<file path="src/rtl/mrf_pkg.sv">
// Shared types and constants of the Modbus RTU request framer.
// Used by every module under rtl; depends on nothing else.
package mrf_pkg;

	// Operation codes carried in the input tuser.
	localparam logic [1:0] OP_READ       = 2'd0;
	localparam logic [1:0] OP_WRITE_HDR  = 2'd1;
	localparam logic [1:0] OP_WRITE_DATA = 2'd2;

	// Modbus function codes and CRC-16 constants.
	localparam logic [7:0]  FN_READ_HOLDING = 8'h03;
	localparam logic [7:0]  FN_WRITE_MULTI  = 8'h10;
	localparam logic [15:0] CRC_POLY        = 16'hA001;
	localparam logic [15:0] CRC_START       = 16'hFFFF;

	// Largest register count accepted by a write header.
	localparam int unsigned MAX_WRITE_REGS = 123;

	// Position of a result within one input item (up to nine results).
	localparam int unsigned MAX_STEPS = 9;
	localparam int unsigned IDX_W     = $clog2(MAX_STEPS);

	typedef struct packed {
		logic [1:0]  op;
		logic [7:0]  slave_addr;
		logic [15:0] start_addr;
		logic [15:0] reg_count;
		logic [7:0]  data_byte;
	} item_t;

	typedef struct packed {
		logic [7:0] frame_byte;
		logic       frame_end;
		logic       run_end;
		logic       error;
	} result_t;

endpackage

</file>
<file path="src/rtl/mrf_in_stage.sv">
// Input register of the request framer: holds one accepted word until
// the frame builder has produced all of its results. Depends on mrf_pkg.
module mrf_in_stage import mrf_pkg::*; (
	input  logic        clk,
	input  logic        arst_n,
	input  logic        s_tvalid,
	output logic        s_tready,
	input  logic [47:0] s_tdata,
	input  logic [1:0]  s_tuser,
	input  logic        take,
	output logic        item_valid,
	output item_t       item
);

	logic  valid_s1;
	item_t item_s1;

	// The slot frees up in the same cycle the builder retires its word.
	assign s_tready   = !valid_s1 || take;
	assign item_valid = valid_s1;
	assign item       = item_s1;

	always_ff @(posedge clk or negedge arst_n) begin
		if (!arst_n) begin
			valid_s1 <= 1'b0;
		end else if (s_tvalid && s_tready) begin
			valid_s1 <= 1'b1;
		end else if (take) begin
			valid_s1 <= 1'b0;
		end
	end

	always_ff @(posedge clk) begin
		if (s_tvalid && s_tready) begin
			item_s1.op         <= s_tuser;
			item_s1.slave_addr <= s_tdata[7:0];
			item_s1.start_addr <= s_tdata[23:8];
			item_s1.reg_count  <= s_tdata[39:24];
			item_s1.data_byte  <= s_tdata[47:40];
		end
	end

endmodule

</file>
<file path="src/rtl/mrf_builder.sv">
// Frame builder: walks the held word one result per step, keeps the
// running CRC and the open-write state. Depends on mrf_pkg.
module mrf_builder import mrf_pkg::*; (
	input  logic    clk,
	input  logic    arst_n,
	input  logic    item_valid,
	input  item_t   item,
	input  logic    adv,
	output logic    emit,
	output result_t res,
	output logic    take
);

	logic [IDX_W-1:0] idx_q;
	logic [15:0]      crc_q;
	logic [7:0]       bytes_left_q;
	logic             write_open_q;

	logic        step;
	logic        is_hdr;
	logic        oversize;
	logic [7:0]  byte_cnt;
	logic [15:0] crc_base;
	logic [15:0] crc_next;
	logic [7:0]  hdr_byte;
	logic        do_emit;
	logic        is_data;
	logic        is_crc_lo;
	logic        is_crc_hi;
	logic        is_err;
	logic        last;
	logic        run_end;

	function automatic logic [15:0] crc_byte(input logic [15:0] crc, input logic [7:0] b);
		logic [15:0] c;
		c = crc ^ {8'h00, b};
		for (int k = 0; k < 8; k++) begin
			c = c[0] ? ((c >> 1) ^ CRC_POLY) : (c >> 1);
		end
		return c;
	endfunction

	assign step     = item_valid && adv;
	assign is_hdr   = (item.op == OP_READ) || (item.op == OP_WRITE_HDR);
	assign oversize = (item.op == OP_WRITE_HDR) && (item.reg_count > 16'(MAX_WRITE_REGS));
	// The count never exceeds 127 here, so doubling fits the byte.
	assign byte_cnt = {item.reg_count[6:0], 1'b0};
	// A header restarts the CRC at its first byte.
	assign crc_base = (is_hdr && idx_q == '0) ? CRC_START : crc_q;

	// Header bytes of read and write requests; the byte count is sent by write headers only.
	always_comb begin
		unique case (idx_q)
			IDX_W'(0): hdr_byte = item.slave_addr;
			IDX_W'(1): hdr_byte = (item.op == OP_READ) ? FN_READ_HOLDING : FN_WRITE_MULTI;
			IDX_W'(2): hdr_byte = item.start_addr[15:8];
			IDX_W'(3): hdr_byte = item.start_addr[7:0];
			IDX_W'(4): hdr_byte = item.reg_count[15:8];
			IDX_W'(5): hdr_byte = item.reg_count[7:0];
			default:   hdr_byte = byte_cnt;
		endcase
	end

	always_comb begin
		do_emit   = 1'b1;
		is_data   = 1'b0;
		is_crc_lo = 1'b0;
		is_crc_hi = 1'b0;
		is_err    = 1'b0;
		last      = 1'b0;
		run_end   = 1'b0;
		unique case (item.op)
			OP_READ: begin
				if (idx_q < IDX_W'(6)) begin
					is_data = 1'b1;
				end else if (idx_q == IDX_W'(6)) begin
					is_crc_lo = 1'b1;
				end else begin
					is_crc_hi = 1'b1;
				end
			end
			OP_WRITE_HDR: begin
				if (oversize) begin
					is_err = 1'b1;
				end else if (idx_q < IDX_W'(7)) begin
					is_data = 1'b1;
					// A nonzero count leaves the frame open for data words.
					if (idx_q == IDX_W'(6) && item.reg_count != '0) begin
						last    = 1'b1;
						run_end = 1'b1;
					end
				end else if (idx_q == IDX_W'(7)) begin
					is_crc_lo = 1'b1;
				end else begin
					is_crc_hi = 1'b1;
				end
			end
			OP_WRITE_DATA: begin
				if (idx_q == '0) begin
					if (!write_open_q) begin
						is_err = 1'b1;
					end else begin
						is_data = 1'b1;
						if (bytes_left_q != 8'd1) begin
							last    = 1'b1;
							run_end = 1'b1;
						end
					end
				end else if (idx_q == IDX_W'(1)) begin
					is_crc_lo = 1'b1;
				end else begin
					is_crc_hi = 1'b1;
				end
			end
			default: begin
				// Unused selector: retire the word without a result.
				do_emit = 1'b0;
				last    = 1'b1;
			end
		endcase
		if (is_err || is_crc_hi) begin
			last    = 1'b1;
			run_end = 1'b1;
		end
	end

	always_comb begin
		res.frame_byte = 8'h00;
		crc_next       = crc_base;
		if (is_data) begin
			res.frame_byte = (item.op == OP_WRITE_DATA) ? item.data_byte : hdr_byte;
			crc_next       = crc_byte(crc_base, res.frame_byte);
		end else if (is_crc_lo) begin
			res.frame_byte = crc_base[7:0];
		end else if (is_crc_hi) begin
			res.frame_byte = crc_base[15:8];
			crc_next       = CRC_START;
		end
		res.frame_end = is_crc_hi;
		res.run_end   = run_end;
		res.error     = is_err;
	end

	assign emit = step && do_emit;
	assign take = step && last;

	always_ff @(posedge clk or negedge arst_n) begin
		if (!arst_n) begin
			idx_q        <= '0;
			crc_q        <= CRC_START;
			bytes_left_q <= '0;
			write_open_q <= 1'b0;
		end else if (step) begin
			idx_q <= last ? '0 : idx_q + IDX_W'(1);
			crc_q <= crc_next;
			if (is_hdr && idx_q == '0) begin
				write_open_q <= 1'b0;
				bytes_left_q <= '0;
			end
			if (item.op == OP_WRITE_HDR && !oversize && idx_q == IDX_W'(6)
					&& item.reg_count != '0) begin
				write_open_q <= 1'b1;
				bytes_left_q <= byte_cnt;
			end
			if (item.op == OP_WRITE_DATA && idx_q == '0 && write_open_q) begin
				bytes_left_q <= bytes_left_q - 8'd1;
				if (bytes_left_q == 8'd1) begin
					write_open_q <= 1'b0;
				end
			end
		end
	end

`ifndef SYNTHESIS
	a_idx_range: assert property (@(posedge clk) disable iff (!arst_n)
		idx_q < IDX_W'(MAX_STEPS))
		else $error("builder step index out of range");
	a_open_owes: assert property (@(posedge clk) disable iff (!arst_n)
		write_open_q |-> bytes_left_q != '0)
		else $error("open write owes no data bytes");
	a_idle_idx: assert property (@(posedge clk) disable iff (!arst_n)
		!item_valid |-> idx_q == '0)
		else $error("step index left mid-word with no word held");
	a_crc_restart: assert property (@(posedge clk) disable iff (!arst_n)
		(step && is_crc_hi) |=> crc_q == CRC_START)
		else $error("CRC not restarted after frame end");
`endif

endmodule

</file>
<file path="src/rtl/mrf_out_reg.sv">
// Output register of the request framer: holds one result word for the
// master-side stream and tells the builder when it may step. Depends on mrf_pkg.
module mrf_out_reg import mrf_pkg::*; (
	input  logic       clk,
	input  logic       arst_n,
	input  logic       emit,
	input  result_t    res,
	output logic       adv,
	output logic       m_tvalid,
	input  logic       m_tready,
	output logic [7:0] m_tdata,
	output logic       m_tlast,
	output logic [1:0] m_tuser
);

	logic    valid_q;
	result_t res_q;

	assign adv      = !valid_q || m_tready;
	assign m_tvalid = valid_q;
	assign m_tdata  = res_q.frame_byte;
	assign m_tlast  = res_q.frame_end;
	assign m_tuser  = {res_q.error, res_q.run_end};

	always_ff @(posedge clk or negedge arst_n) begin
		if (!arst_n) begin
			valid_q <= 1'b0;
		end else if (adv) begin
			valid_q <= emit;
		end
	end

	always_ff @(posedge clk) begin
		if (adv && emit) begin
			res_q <= res;
		end
	end

endmodule

</file>
<file path="src/rtl/modbus_rtu_request_framer_unit.sv">
// Top level of the Modbus RTU request framer.
// Instantiates mrf_in_stage, mrf_builder and mrf_out_reg; depends on mrf_pkg.
//
// The slave-side stream takes one request word per handshake: a read holding
// registers request, a write multiple header, or one write data byte. The
// master-side stream gives one frame byte per word, with the reflected CRC-16
// appended low byte first; tlast marks the CRC high byte that closes a frame.
// A stray data byte or an oversize write count gives a single error word.
// The first result word of an accepted word passes through the input register,
// the combinational builder and the output register. Throughput: one result
// word per cycle while the receiver takes them. A read gives 8 result words,
// a write header 7 (9 with a zero count), a data byte 1 (3 for the last one)
// and an error word 1; the unused selector gives no result. The builder steps
// once per free output slot. A new word is accepted in the cycle the previous
// one retires, so words follow each other without a gap.
// Reset clears both stream registers, closes any open write and restarts the
// CRC. When the receiver stalls, the output word holds, the builder stops, and
// one further word can still wait in the input register.
module modbus_rtu_request_framer_unit import mrf_pkg::*; (
	input  logic        clk,
	input  logic        arst_n,
	input  logic        s_tvalid,
	output logic        s_tready,
	// Fields from bit 0: slave_addr[7:0], start_addr[15:0], reg_count[15:0],
	// data_byte[7:0].
	input  logic [47:0] s_tdata,
	// Fields from bit 0: operation[1:0].
	input  logic [1:0]  s_tuser,
	output logic        m_tvalid,
	input  logic        m_tready,
	// Fields from bit 0: frame_byte[7:0].
	output logic [7:0]  m_tdata,
	// Carries frame_end.
	output logic        m_tlast,
	// Fields from bit 0: run_end, error.
	output logic [1:0]  m_tuser
);

	item_t   item;
	logic    item_valid;
	logic    take;
	logic    emit;
	logic    adv;
	result_t res;

	mrf_in_stage u_in_stage (
		.clk        (clk),
		.arst_n     (arst_n),
		.s_tvalid   (s_tvalid),
		.s_tready   (s_tready),
		.s_tdata    (s_tdata),
		.s_tuser    (s_tuser),
		.take       (take),
		.item_valid (item_valid),
		.item       (item)
	);

	mrf_builder u_builder (
		.clk        (clk),
		.arst_n     (arst_n),
		.item_valid (item_valid),
		.item       (item),
		.adv        (adv),
		.emit       (emit),
		.res        (res),
		.take       (take)
	);

	mrf_out_reg u_out_reg (
		.clk      (clk),
		.arst_n   (arst_n),
		.emit     (emit),
		.res      (res),
		.adv      (adv),
		.m_tvalid (m_tvalid),
		.m_tready (m_tready),
		.m_tdata  (m_tdata),
		.m_tlast  (m_tlast),
		.m_tuser  (m_tuser)
	);

endmodule
</file>
<file path="config.mk">
export PLATFORM = sky130hd
export DESIGN_NAME = modbus_rtu_request_framer_unit
export DESIGN_NICKNAME = d
export VERILOG_FILES = /design/src/rtl/mrf_pkg.sv /design/src/rtl/mrf_in_stage.sv /design/src/rtl/mrf_builder.sv /design/src/rtl/mrf_out_reg.sv /design/src/rtl/modbus_rtu_request_framer_unit.sv
export SDC_FILE = /design/constraint.sdc
export NUM_CORES = 1
export LEC_CHECK = 0
export BUFFER_PORTS_ARGS = -buffer_cell sky130_fd_sc_hd__buf_2
export CORE_MARGIN = 8
export CORE_UTILIZATION = 40
export DETAILED_ROUTE_END_ITERATION = 10
export PLACE_DENSITY_LB_ADDON = 0.08
export SYNTH_ARGS = -nofsm -noshare
export SYNTH_HDL_FRONTEND = slang
export SYNTH_SLANG_ARGS = --single-unit
</file>
<file path="constraint.sdc">
create_clock -name clk -period 5.2 [get_ports clk]
set_input_delay 0.78 -clock clk [delete_from_list [all_inputs] [get_ports clk]]
set_output_delay 0.78 -clock clk [all_outputs]
set_load 0.02 [all_outputs]
</file>
==> Yosys cells after proc, flatten, opt, wreduce, memory -nomap -nowiden <==
Cells that the tools add are included.
Widths: inputs -> output; s select.
{ "totals": {"input_bits": 54, "out_inout_bits": 13, "elab_cells": 131, "romBits": 0, "memories": 0, "regBits": 92, "latchBits": 0, "mem_bits_rw": 0} }
{ "classes": {"n_mul": 0, "n_eq_ne": 11, "mux": 64, "order_cmp": 3, "add_sub_neg": 2, "n_shift": 0, "div": 0, "n_bitwise": 9, "n_reduce_logical": 27} }
{ "ops": {"columns": ["cell", "count"], "rows": [
  ["$mux 16", 12],
  ["$mux 8", 7],
  ["$pmux 8 s6", 1],
  ["$mux 1", 36],
  ["$not 2->3", 8],
  ["$eq 4x3->1 const B", 4],
  ["$gt 16x7->1 const B", 1],
  ["$reduce_bool 16->1", 1],
  ["$xor 16x8->16", 1],
  ["$logic_and 1x1->1", 13],
  ["$pmux 1 s3", 4],
  ["$eq 4x2->1 const B", 2],
  ["$eq 8x1->1 const B", 1],
  ["$lt 4x3->1 const B", 2],
  ["$ne 8x1->1 const B", 1],
  ["$sub 8x1->8 const B", 1],
  ["$mux 5", 1],
  ["$add 4x1->4 const B", 1],
  ["$eq 4x1->1 const B", 1],
  ["$logic_not 4->1", 1],
  ["$logic_or 1x1->1", 4],
  ["$mux 4", 1],
  ["$pmux 1 s2", 2],
  ["$logic_not 1->1", 3],
  ["7 further kinds", 7]
]} }

==> Logic depth before layout (Yosys ltp) <==
Gate-level depths: netlist of run 1.
{ "logic_depth": {"depth_word": 22, "depth_mapped": 12, "mapped_depth_nobuf": 10} }

==> Cells and area by module <==
Synthesis of run 1 repeated with hierarchy kept, for this count alone.
{ "unflattened": {"cells_unflattened": 416, "hier_area_um2": 4784.6} }
{ "by_module_without_submodules": {"columns": ["module", "seq_area_each_um2", "instances", "cells_each", "area_per_inst_um2"], "rows": [
  ["mrf_builder", 745.7, 1, 347, 2845.2],
  ["mrf_in_stage", 1526.5, 1, 54, 1555.2],
  ["mrf_out_reg", 355.3, 1, 15, 384.1]
]} }

==> Worst setup path after synthesis of run 1 <==
No wires, ideal clock.
{ "synth_timing": {"path_kind": "register to register", "from": "register u_in_stage.item_s1, in the netlist u_in_stage.item[18]", "to": "register u_in_stage.item_s1, in the netlist u_in_stage.item[0] (enable)", "arrival_ns": 3.521, "period_less_slack_ns": 3.933, "path_slack_ns": 1.267, "path_buffers": 0, "stages_incl_launch_ff": 9, "path_cell_list": "edfxtp_1 or4_4 nor4_4 and3_1 and4_1 a22o_1 nor3_2 o21ai_1 and2_1"} }
{ "synth_via": {"elab_chain_len": 10, "word_cells_on_any_way": 17, "classes_between": "order compare (1); mux (9); reduce/logical (7)"} }
{ "synth_rtl": {"columns": ["element", "line_no", "rtl"], "rows": [
  ["start: declaration", "mrf_in_stage.sv:16", "item_t item_s1;"],
  ["branches (longest 6 deep; another with $gt 16x7->1)", null, null],
  ["$mux 1 *", "mrf_builder.sv:121", "if (is_err || is_crc_hi) begin"],
  ["$logic_and 1x1->1 *", "mrf_builder.sv:145", "assign take = step && last;"],
  ["$logic_or 1x1->1 *", "mrf_in_stage.sv:19", "assign s_tready = !valid_s1 || take;"],
  ["named net s_tready", "modbus_rtu_request_framer_unit.sv:23", "output logic s_tready,"],
  ["$logic_and 1x1->1 *", "mrf_in_stage.sv:34", "if (s_tvalid && s_tready) begin"]
]} }
Mark *: on every way through the listed nets, which the timed path passes.
A chain may end at the register's enable or synchronous reset.

==> Final worst setup path of run 1 <==
{ "layout_timing": {"from": "register u_in_stage.item_s1, in the netlist u_in_stage.item[18]", "to": "output port s_tready"} }
{ "layout_via": {"elab_chain_len": 9, "word_cells_on_any_way": 16, "classes_between": "order compare (1); mux (9); reduce/logical (6)"} }
{ "layout_rtl": {"columns": ["element", "line_no"], "rows": [
  ["branches (longest 6 deep; another with $gt 16x7->1)", null],
  ["$mux 1 *", "mrf_builder.sv:121"],
  ["$logic_and 1x1->1 *", "mrf_builder.sv:145"],
  ["$logic_or 1x1->1 *", "mrf_in_stage.sv:19"],
  ["end: declaration", "modbus_rtu_request_framer_unit.sv:23"]
]} }
Every way passes the cells marked *.

==> summary.txt, run 1 <==
Outcome
  – Result of the run: complete, no violations

STA
  – Max Transition Viols Final: 0
  – Final critical-path share of the clock period: 75.50%
  – Unrepaired setup endpoints after global routing: false
  – Setup TNS: 0 ns
  – Maximum achievable frequency: 0.2547 GHz
  – Worst slew pin tran: 1.137 ns
  – Number of setup violations in the final report: 0
  – Clk_skew: 0.006139 ns
  – Hold Fails Final Rpt: 0
  – Max-slew headroom: 24.19%
  – Fin crit period: 3.926 ns

Synth
  – Nets in the synthesized netlist: 464
  – Top FF cell, synth: sky130_fd_sc_hd__edfxtp_1
  – Mapped Cells: 400
  – Post-synth ARST share: 33.70%
  – Most common cell in the synthesized netlist: sky130_fd_sc_hd__edfxtp_1
  – Average cell area after synthesis: 12.07 um^2
  – Sequential-to-total area share from yosys stat: 54.43%
  – Area of the mapped netlist: 4827 um^2
  – Post-synthesis sequential element count: 92
  – Cell taking the most area after synthesis: sky130_fd_sc_hd__edfxtp_1
  – Proportion of netlist area held by the largest area contributor: 37.95%
  – Most used standard cells in the synthesized netlist: sky130_fd_sc_hd__edfxtp_1, sky130_fd_sc_hd__nor2_1, sky130_fd_sc_hd__nand2_1, sky130_fd_sc_hd__a21oi_1, sky130_fd_sc_hd__xnor2_1
  – Top cells by area in the synthesized netlist: sky130_fd_sc_hd__edfxtp_1, sky130_fd_sc_hd__dfstp_2, sky130_fd_sc_hd__dfrtp_1
  – Yosys synthesis warning count: 0
  – Post-synth EDFFs: 61
  – Synth cell types: 80

Finish
  – Fill count: 1120
  – Area of combinational cells with multiple inputs: 2029 um^2
  – Number of diodes: 0
  – Layout cells sized above 1: 27.17%
  – Final core occ: 46.26%
  – Area growth from synthesis to final layout: 14.15%
  – Nets@finish: 519
  – Register area: 2628 um^2

CTS
  – Clock net sink count: 92
  – Maximum buffer depth of the clock tree: 2
  – Latest clock arrival within the worst-skew pair: 0.35 ns
  – # Post-CTS Setup Buffers: 0
  – Clock tree from TritonCTS: built
  – Clock transition time at the flip-flop clock pins of the worst setup and hold paths: 0.06 ns
  – Post-CTS sizing: 0
  – Root Buffer Master: sky130_fd_sc_hd__clkbuf_16
  – Number of CTS-inserted buffers: 9
  – Number of H-tree branching levels: 3
  – Post-cts hold buffer count: 0

Setup path
  – Critical path cell sequence: or4_4, nor4_4, nand4b_1, and4_1, a22o_1, nor3_2, o21ai_1, buf_2
  – Buf+Inv Stages, Crit Path: 1
  – Top delay family on crit path: simple AND/OR/NAND/NOR gates
  – Sort of element at the end of the critical path: output port
  – Required time of the critical path: 4.42 ns
  – Data arrival time at the worst-slack endpoint: 3.15 ns
  – Kind of critical path: reg2out
  – Cell with the biggest individual delay on the critical path: sky130_fd_sc_hd__or4_4
  – Crit Path Max Fanout: 11
  – Slowest stage delay, CP: 0.56 ns
  – Crit path launch type: flop

Detailed routing
  – Final routed wirelength across all metal layers: 11830 um
  – Post-route ant nets: 0
  – Routed wl met2: 5407 um
  – Via density: 5.639
  – Number of remaining DRC errors: 0
  – Number of detailed-routing iterations run before antenna repair: 5
  – Met1 WL: 5690 um
  – Wire length on met3: 542 um
  – DR WL/cell: 19.50 um
  – Starting DRT DRC Count: 257
  – Total number of vias: 3423
  – Top layer reached by signal wires: met4

Die
  – Core ar.: 11910 um^2
  – I/O pin count: 67
  – Starting utilization of the core area: 40.53%
  – Total number of placement rows: 40
  – Overall die area: 15840 um^2
  – Die width: 125.9 um
  – Vert. Die Dim: 125.9 um

Power
  – Maximum vdd drop: 0.3438 mV
  – Power density over the cells: 707.6 nW/um^2
  – Leakage power summed over all cells: 2.100 nW

Global routing
  – Initial antenna violation count: 0
  – Pin count of the biggest net entering global routing: 51
  – Via count of the first global-routing pass: 3605
  – Wire length of the first global-routing pass: 19230 um
  – Remaining global-route overflow: 0
  – All-layer global routing usage: 15.46%

Min path
  – Class of the worst hold path: in2async

Placed design
  – Port buffer count: 66
  – RePlAce Congestion: 0.8036
  – Sum of net half-perimeters after detailed placement: 8564 um

Flow run
  – Max-capacitance violation count: 0
## metrics by stage
stage / power (W) / setup WS [ns] / instance area (um^2) / std cells / hold WS [ns]
floorplan: 0.002873 / 1.267 / 4827 / 400 / 0.4706
global placement: 0.003250 / 1.399 / 5216 / 591 / 0.4923
detailed placement: 0.003271 / 1.291 / 5216 / 591 / 0.5050
CTS: 0.003935 / 1.262 / 5510 / 607 / 0.5159
global route: 0.004143 / 0.9589 / 5510 / 607 / 0.5251
finish: 0.003899 / 1.274 / 5510 / 607 / 0.4951
## registers in the layout, indices dropped and copies added, names as in the netlist, 2 cells and up
name	flops
u_builder.bytes_left_q	8
u_builder.idx_q	4
u_out_reg.m_tuser	2
u_in_stage.item	50
u_builder.crc_q	16
u_out_reg.m_tdata	8
## power by group
group	switching, W	leakage (nW)	total [W]	internal, W
sequential	0.000177	0.938	0.00125	0.00108
combinational	0.00110	1.02	0.00200	0.000897
clock	0.000273	0.144	0.000645	0.000372
## logic make-up (layout without fill, tap and decap cells)
group,Yosys count,in the layout,share of synthesized area [%]
buffers and inverters,34,94,3.551
multiplexers,3,3,0.6480
adder cells (fa/ha/maj),10,10,2.592
XOR/XNOR,32,32,7.258
flip-flops,92,92,54.43
AND/OR/NAND/NOR,100,100,11.17
AO/OA/AOI/OAI,129,129,20.35
## cell type report
| class | instances | share of cell area (%) |
|---|---|---|
| sequential | 92 | 47.68 |
| multi-input combinational | 274 | 36.83 |
| timing repair buffer | 66 | 5.995 |
| clock buffer | 10 | 4.155 |
| tap | 147 | 3.338 |
| clock inverter | 6 | 1.181 |
| inverter | 12 | 0.8174 |
## path summary, 6_finish.rpt
kind	start	to	slack, ns	depth (start not counted)
worst max-delay path	u_in_stage.item[18]	s_tready	1.27	8
worst min-delay path	arst_n	u_builder.idx_q[3]	0.50	1
worst max register to register	u_in_stage.item[18]	u_in_stage.item[7]	1.31	8
worst min register to register	u_builder.crc_q[10]	u_builder.crc_q[10]	0.51	1
max in group asynchronous	arst_n	u_builder.idx_q[1]	4.24	1
min in group clk	u_builder.crc_q[10]	u_builder.crc_q[10]	0.51	1
## cells in the final DEF (no fill, tap or decap), types with 12 or more instances in the layout
| cell | instances |
|---|---|
| sky130_fd_sc_hd__buf_2 | 66 |
| sky130_fd_sc_hd__edfxtp_1 | 61 |
| sky130_fd_sc_hd__nor2_1 | 25 |
| sky130_fd_sc_hd__nand2_1 | 24 |
| sky130_fd_sc_hd__a21oi_1 | 22 |
| sky130_fd_sc_hd__xnor2_1 | 20 |
| sky130_fd_sc_hd__o21ai_0 | 17 |
| sky130_fd_sc_hd__dfstp_2 | 16 |
| sky130_fd_sc_hd__dfrtp_1 | 15 |
| sky130_fd_sc_hd__inv_1 | 12 |
| sky130_fd_sc_hd__a22oi_1 | 12 |
| sky130_fd_sc_hd__o21ai_1 | 12 |
## per-layer routing
layer  GRT usage, %  up-vias
met5              0        -
met4          6.157        0
met3          3.502       13
li1               -     1633
met2          24.19       98
met1          20.36     1679
Power figures use the tool's default switching activity.
==> inputs of run 2 (changes only) <==
- clock period: 5.2 -> 3.7 ns (I/O delays scaled with it)
==> summary.txt, run 2 (synthesis gave the netlist of run 1 again) <==
Outcome
  – Result of the run: complete, no violations

Setup path
  – R2r endpoint: u_in_stage.item[2]
  – Critical path cell sequence: or4_4, nor4_4, a21boi_0, o21a_1, nand2b_1, nor3_4, o21ai_1, buf_2
  – Required time of the critical path: 3.14 ns
  – Internal reg-to-reg setup slack: 0.55 ns
  – Startpoint of the worst setup timing path: u_in_stage.item[18]
  – Sort of element at the end of the critical path: output port
  – Startpoint of the worst register-to-register path: u_in_stage.item[18]
  – Data arrival time at the worst-slack endpoint: 2.93 ns
  – Kind of critical path: reg2out
  – CP endpoint: s_tready
  – Cell with the biggest individual delay on the critical path: sky130_fd_sc_hd__or4_4
  – Crit path launch type: flop
  – Crit Path Max Fanout: 5
  – Slowest stage delay, CP: 0.56 ns
  – Logic depth of the worst register-to-register path: 9

Detailed routing
  – Post-route ant nets: 0
  – Number of remaining DRC errors: 0
  – Via density: 5.610
  – Starting DRT DRC Count: 456
  – DR WL/cell: 19.55 um
  – Total number of vias: 3467
  – Final routed wirelength across all metal layers: 12080 um
  – Number of detailed-routing iterations run before antenna repair: 5

Finish
  – Fill count: 1110
  – Area growth from synthesis to final layout: 15.89%
  – Area of combinational cells with multiple inputs: 2044 um^2
  – Commonest non-fill, non-tap cell in the layout: sky130_fd_sc_hd__buf_2
  – Number of diodes: 0
  – Number of flip-flops under the largest register name: 50
  – Most used cells in the layout excluding fill and tap cells: sky130_fd_sc_hd__buf_2, sky130_fd_sc_hd__edfxtp_1, sky130_fd_sc_hd__nor2_1
  – Register area: 2628 um^2
  – Layout cells sized above 1: 28.87%
  – Nets@finish: 530

CTS
  – Clock transition time at the flip-flop clock pins of the worst setup and hold paths: 0.06 ns
  – Root Buffer Master: sky130_fd_sc_hd__clkbuf_16
  – Number of H-tree branching levels: 3
  – Clock tree from TritonCTS: built
  – Maximum buffer depth of the clock tree: 2
  – # Post-CTS Setup Buffers: 0
  – Number of CTS-inserted buffers: 9
  – Clock net sink count: 92
  – Latest clock arrival within the worst-skew pair: 0.35 ns

STA
  – Max Transition Viols Final: 0
  – Final critical-path share of the clock period: 94.20%
  – Number of setup violations in the final report: 0
  – Setup TNS: 0 ns
  – Worst slew pin tran: 0.8351 ns
  – Fin crit period: 3.485 ns
  – Worst Slack Setup Final: 0.2146 ns
  – Maximum achievable frequency: 0.2869 GHz
  – Worst hold slack after final layout: 0.2678 ns
  – Hold Fails Final Rpt: 0
  – Unrepaired setup endpoints after global routing: false
  – Clk_skew: 0.007126 ns
  – Max-slew headroom: 44.12%

Global routing
  – Remaining global-route overflow: 0
  – Wire length of the first global-routing pass: 19510 um
  – Via count of the first global-routing pass: 3526
  – Initial antenna violation count: 0
  – All-layer global routing usage: 15.81%
  – Pin count of the biggest net entering global routing: 51

Placed design
  – Post-Place Worst Slack: 0.3300 ns
  – Sum of net half-perimeters after detailed placement: 8772 um
  – RePlAce Congestion: 0.8473
  – Port buffer count: 66

Power
  – Power density over the cells: 984.4 nW/um^2
  – Leakage power summed over all cells: 2.150 nW
  – Maximum vdd drop: 0.4692 mV

Die
  – Overall die area: 15840 um^2
  – Core ar.: 11910 um^2
  – Starting utilization of the core area: 40.53%
  – I/O pin count: 67
  – Vert. Die Dim: 125.9 um
  – Total number of placement rows: 40
  – Die width: 125.9 um

Flow run
  – Max-capacitance violation count: 0

Min path
  – Class of the worst hold path: in2async
==> run 2: cell count changes in the layout (fill, tap and decap cells not counted), sizes merged <==
cell and delta:
clkbuf +1, bufinv -1, inv +2, clkinv -2
buf +11
==> run 2: worst min-delay path by stage <==
stage                                          from                        end  slack, ns  cells after the start
after floorplan                              arst_n  u_builder.bytes_left_q[0]       0.26                      0
after global placement    u_builder.bytes_left_q[3]  u_builder.bytes_left_q[3]       0.49                      2
after detailed placement        u_builder.crc_q[11]        u_builder.crc_q[11]       0.50                      1
after CTS                                    arst_n         u_out_reg.m_tvalid       0.29                      1
after global routing                         arst_n         u_out_reg.m_tvalid       0.33                      1
final                                        arst_n         u_out_reg.m_tvalid       0.27                      1
==> run 2: timing repair <==
action	CTS	global route
hold endpoints to repair	0	0
setup endpoints to repair	0	1
resized for setup	0	3
hold buffers	0	0
==> run 2: where the power goes <==
| group | total [W] | switching (W) | leakage, nW | internal (W) |
|---|---|---|---|---|
| Sequential | 0.00173 | 0.000218 | 0.938 | 0.00151 |
| Clock | 0.000840 | 0.000382 | 0.132 | 0.000458 |
| Combinational | 0.00294 | 0.00161 | 1.08 | 0.00133 |
| Total | 0.00551 | 0.00221 | 2.15 | 0.00329 |
==> run 2: layout make-up <==
cell class              instances  share of cell area, %
repair buffers                 77                  7.605
inverters                      12                 0.8052
well taps                     147                  3.288
flip-flops and latches         92                  46.97
clock buffers                  11                  4.160
clock inverters                 5                 0.6263
multi-input cells             274                  36.55
==> run 2: metrics by stage <==
stage               cells  cell area, um^2  power, W  utilization (%)
floorplan             400             4828  0.004035                -
CTS                   618             5579  0.005528            46.84
global placement      602             5311  0.004655            44.59
global route          618             5594  0.005879            46.96
finish                618             5594  0.005507            46.96
detailed placement    602             5311  0.004655            44.59
==> run 2: critical path: cells and delay by family (launching register included) <==
| kind | cells | cell delay (ns) |
|---|---|---|
| buffers and inverters | 1 | 0.18 |
| AO/OA/AOI/OAI | 3 | 0.58 |
| flip-flops | 1 | 0.40 |
| AND/OR/NAND/NOR | 4 | 1.43 |
==> run 2: per-layer routing <==
layer | vias to the layer above | track usage, % | wire (um)
li1 | 1648 | - | -
met3 | 20 | 5.359 | 914
met2 | 149 | 23.30 | 5392
met1 | 1650 | 21.09 | 5538
met5 | - | 0 | 0
met4 | 0 | 5.803 | 238
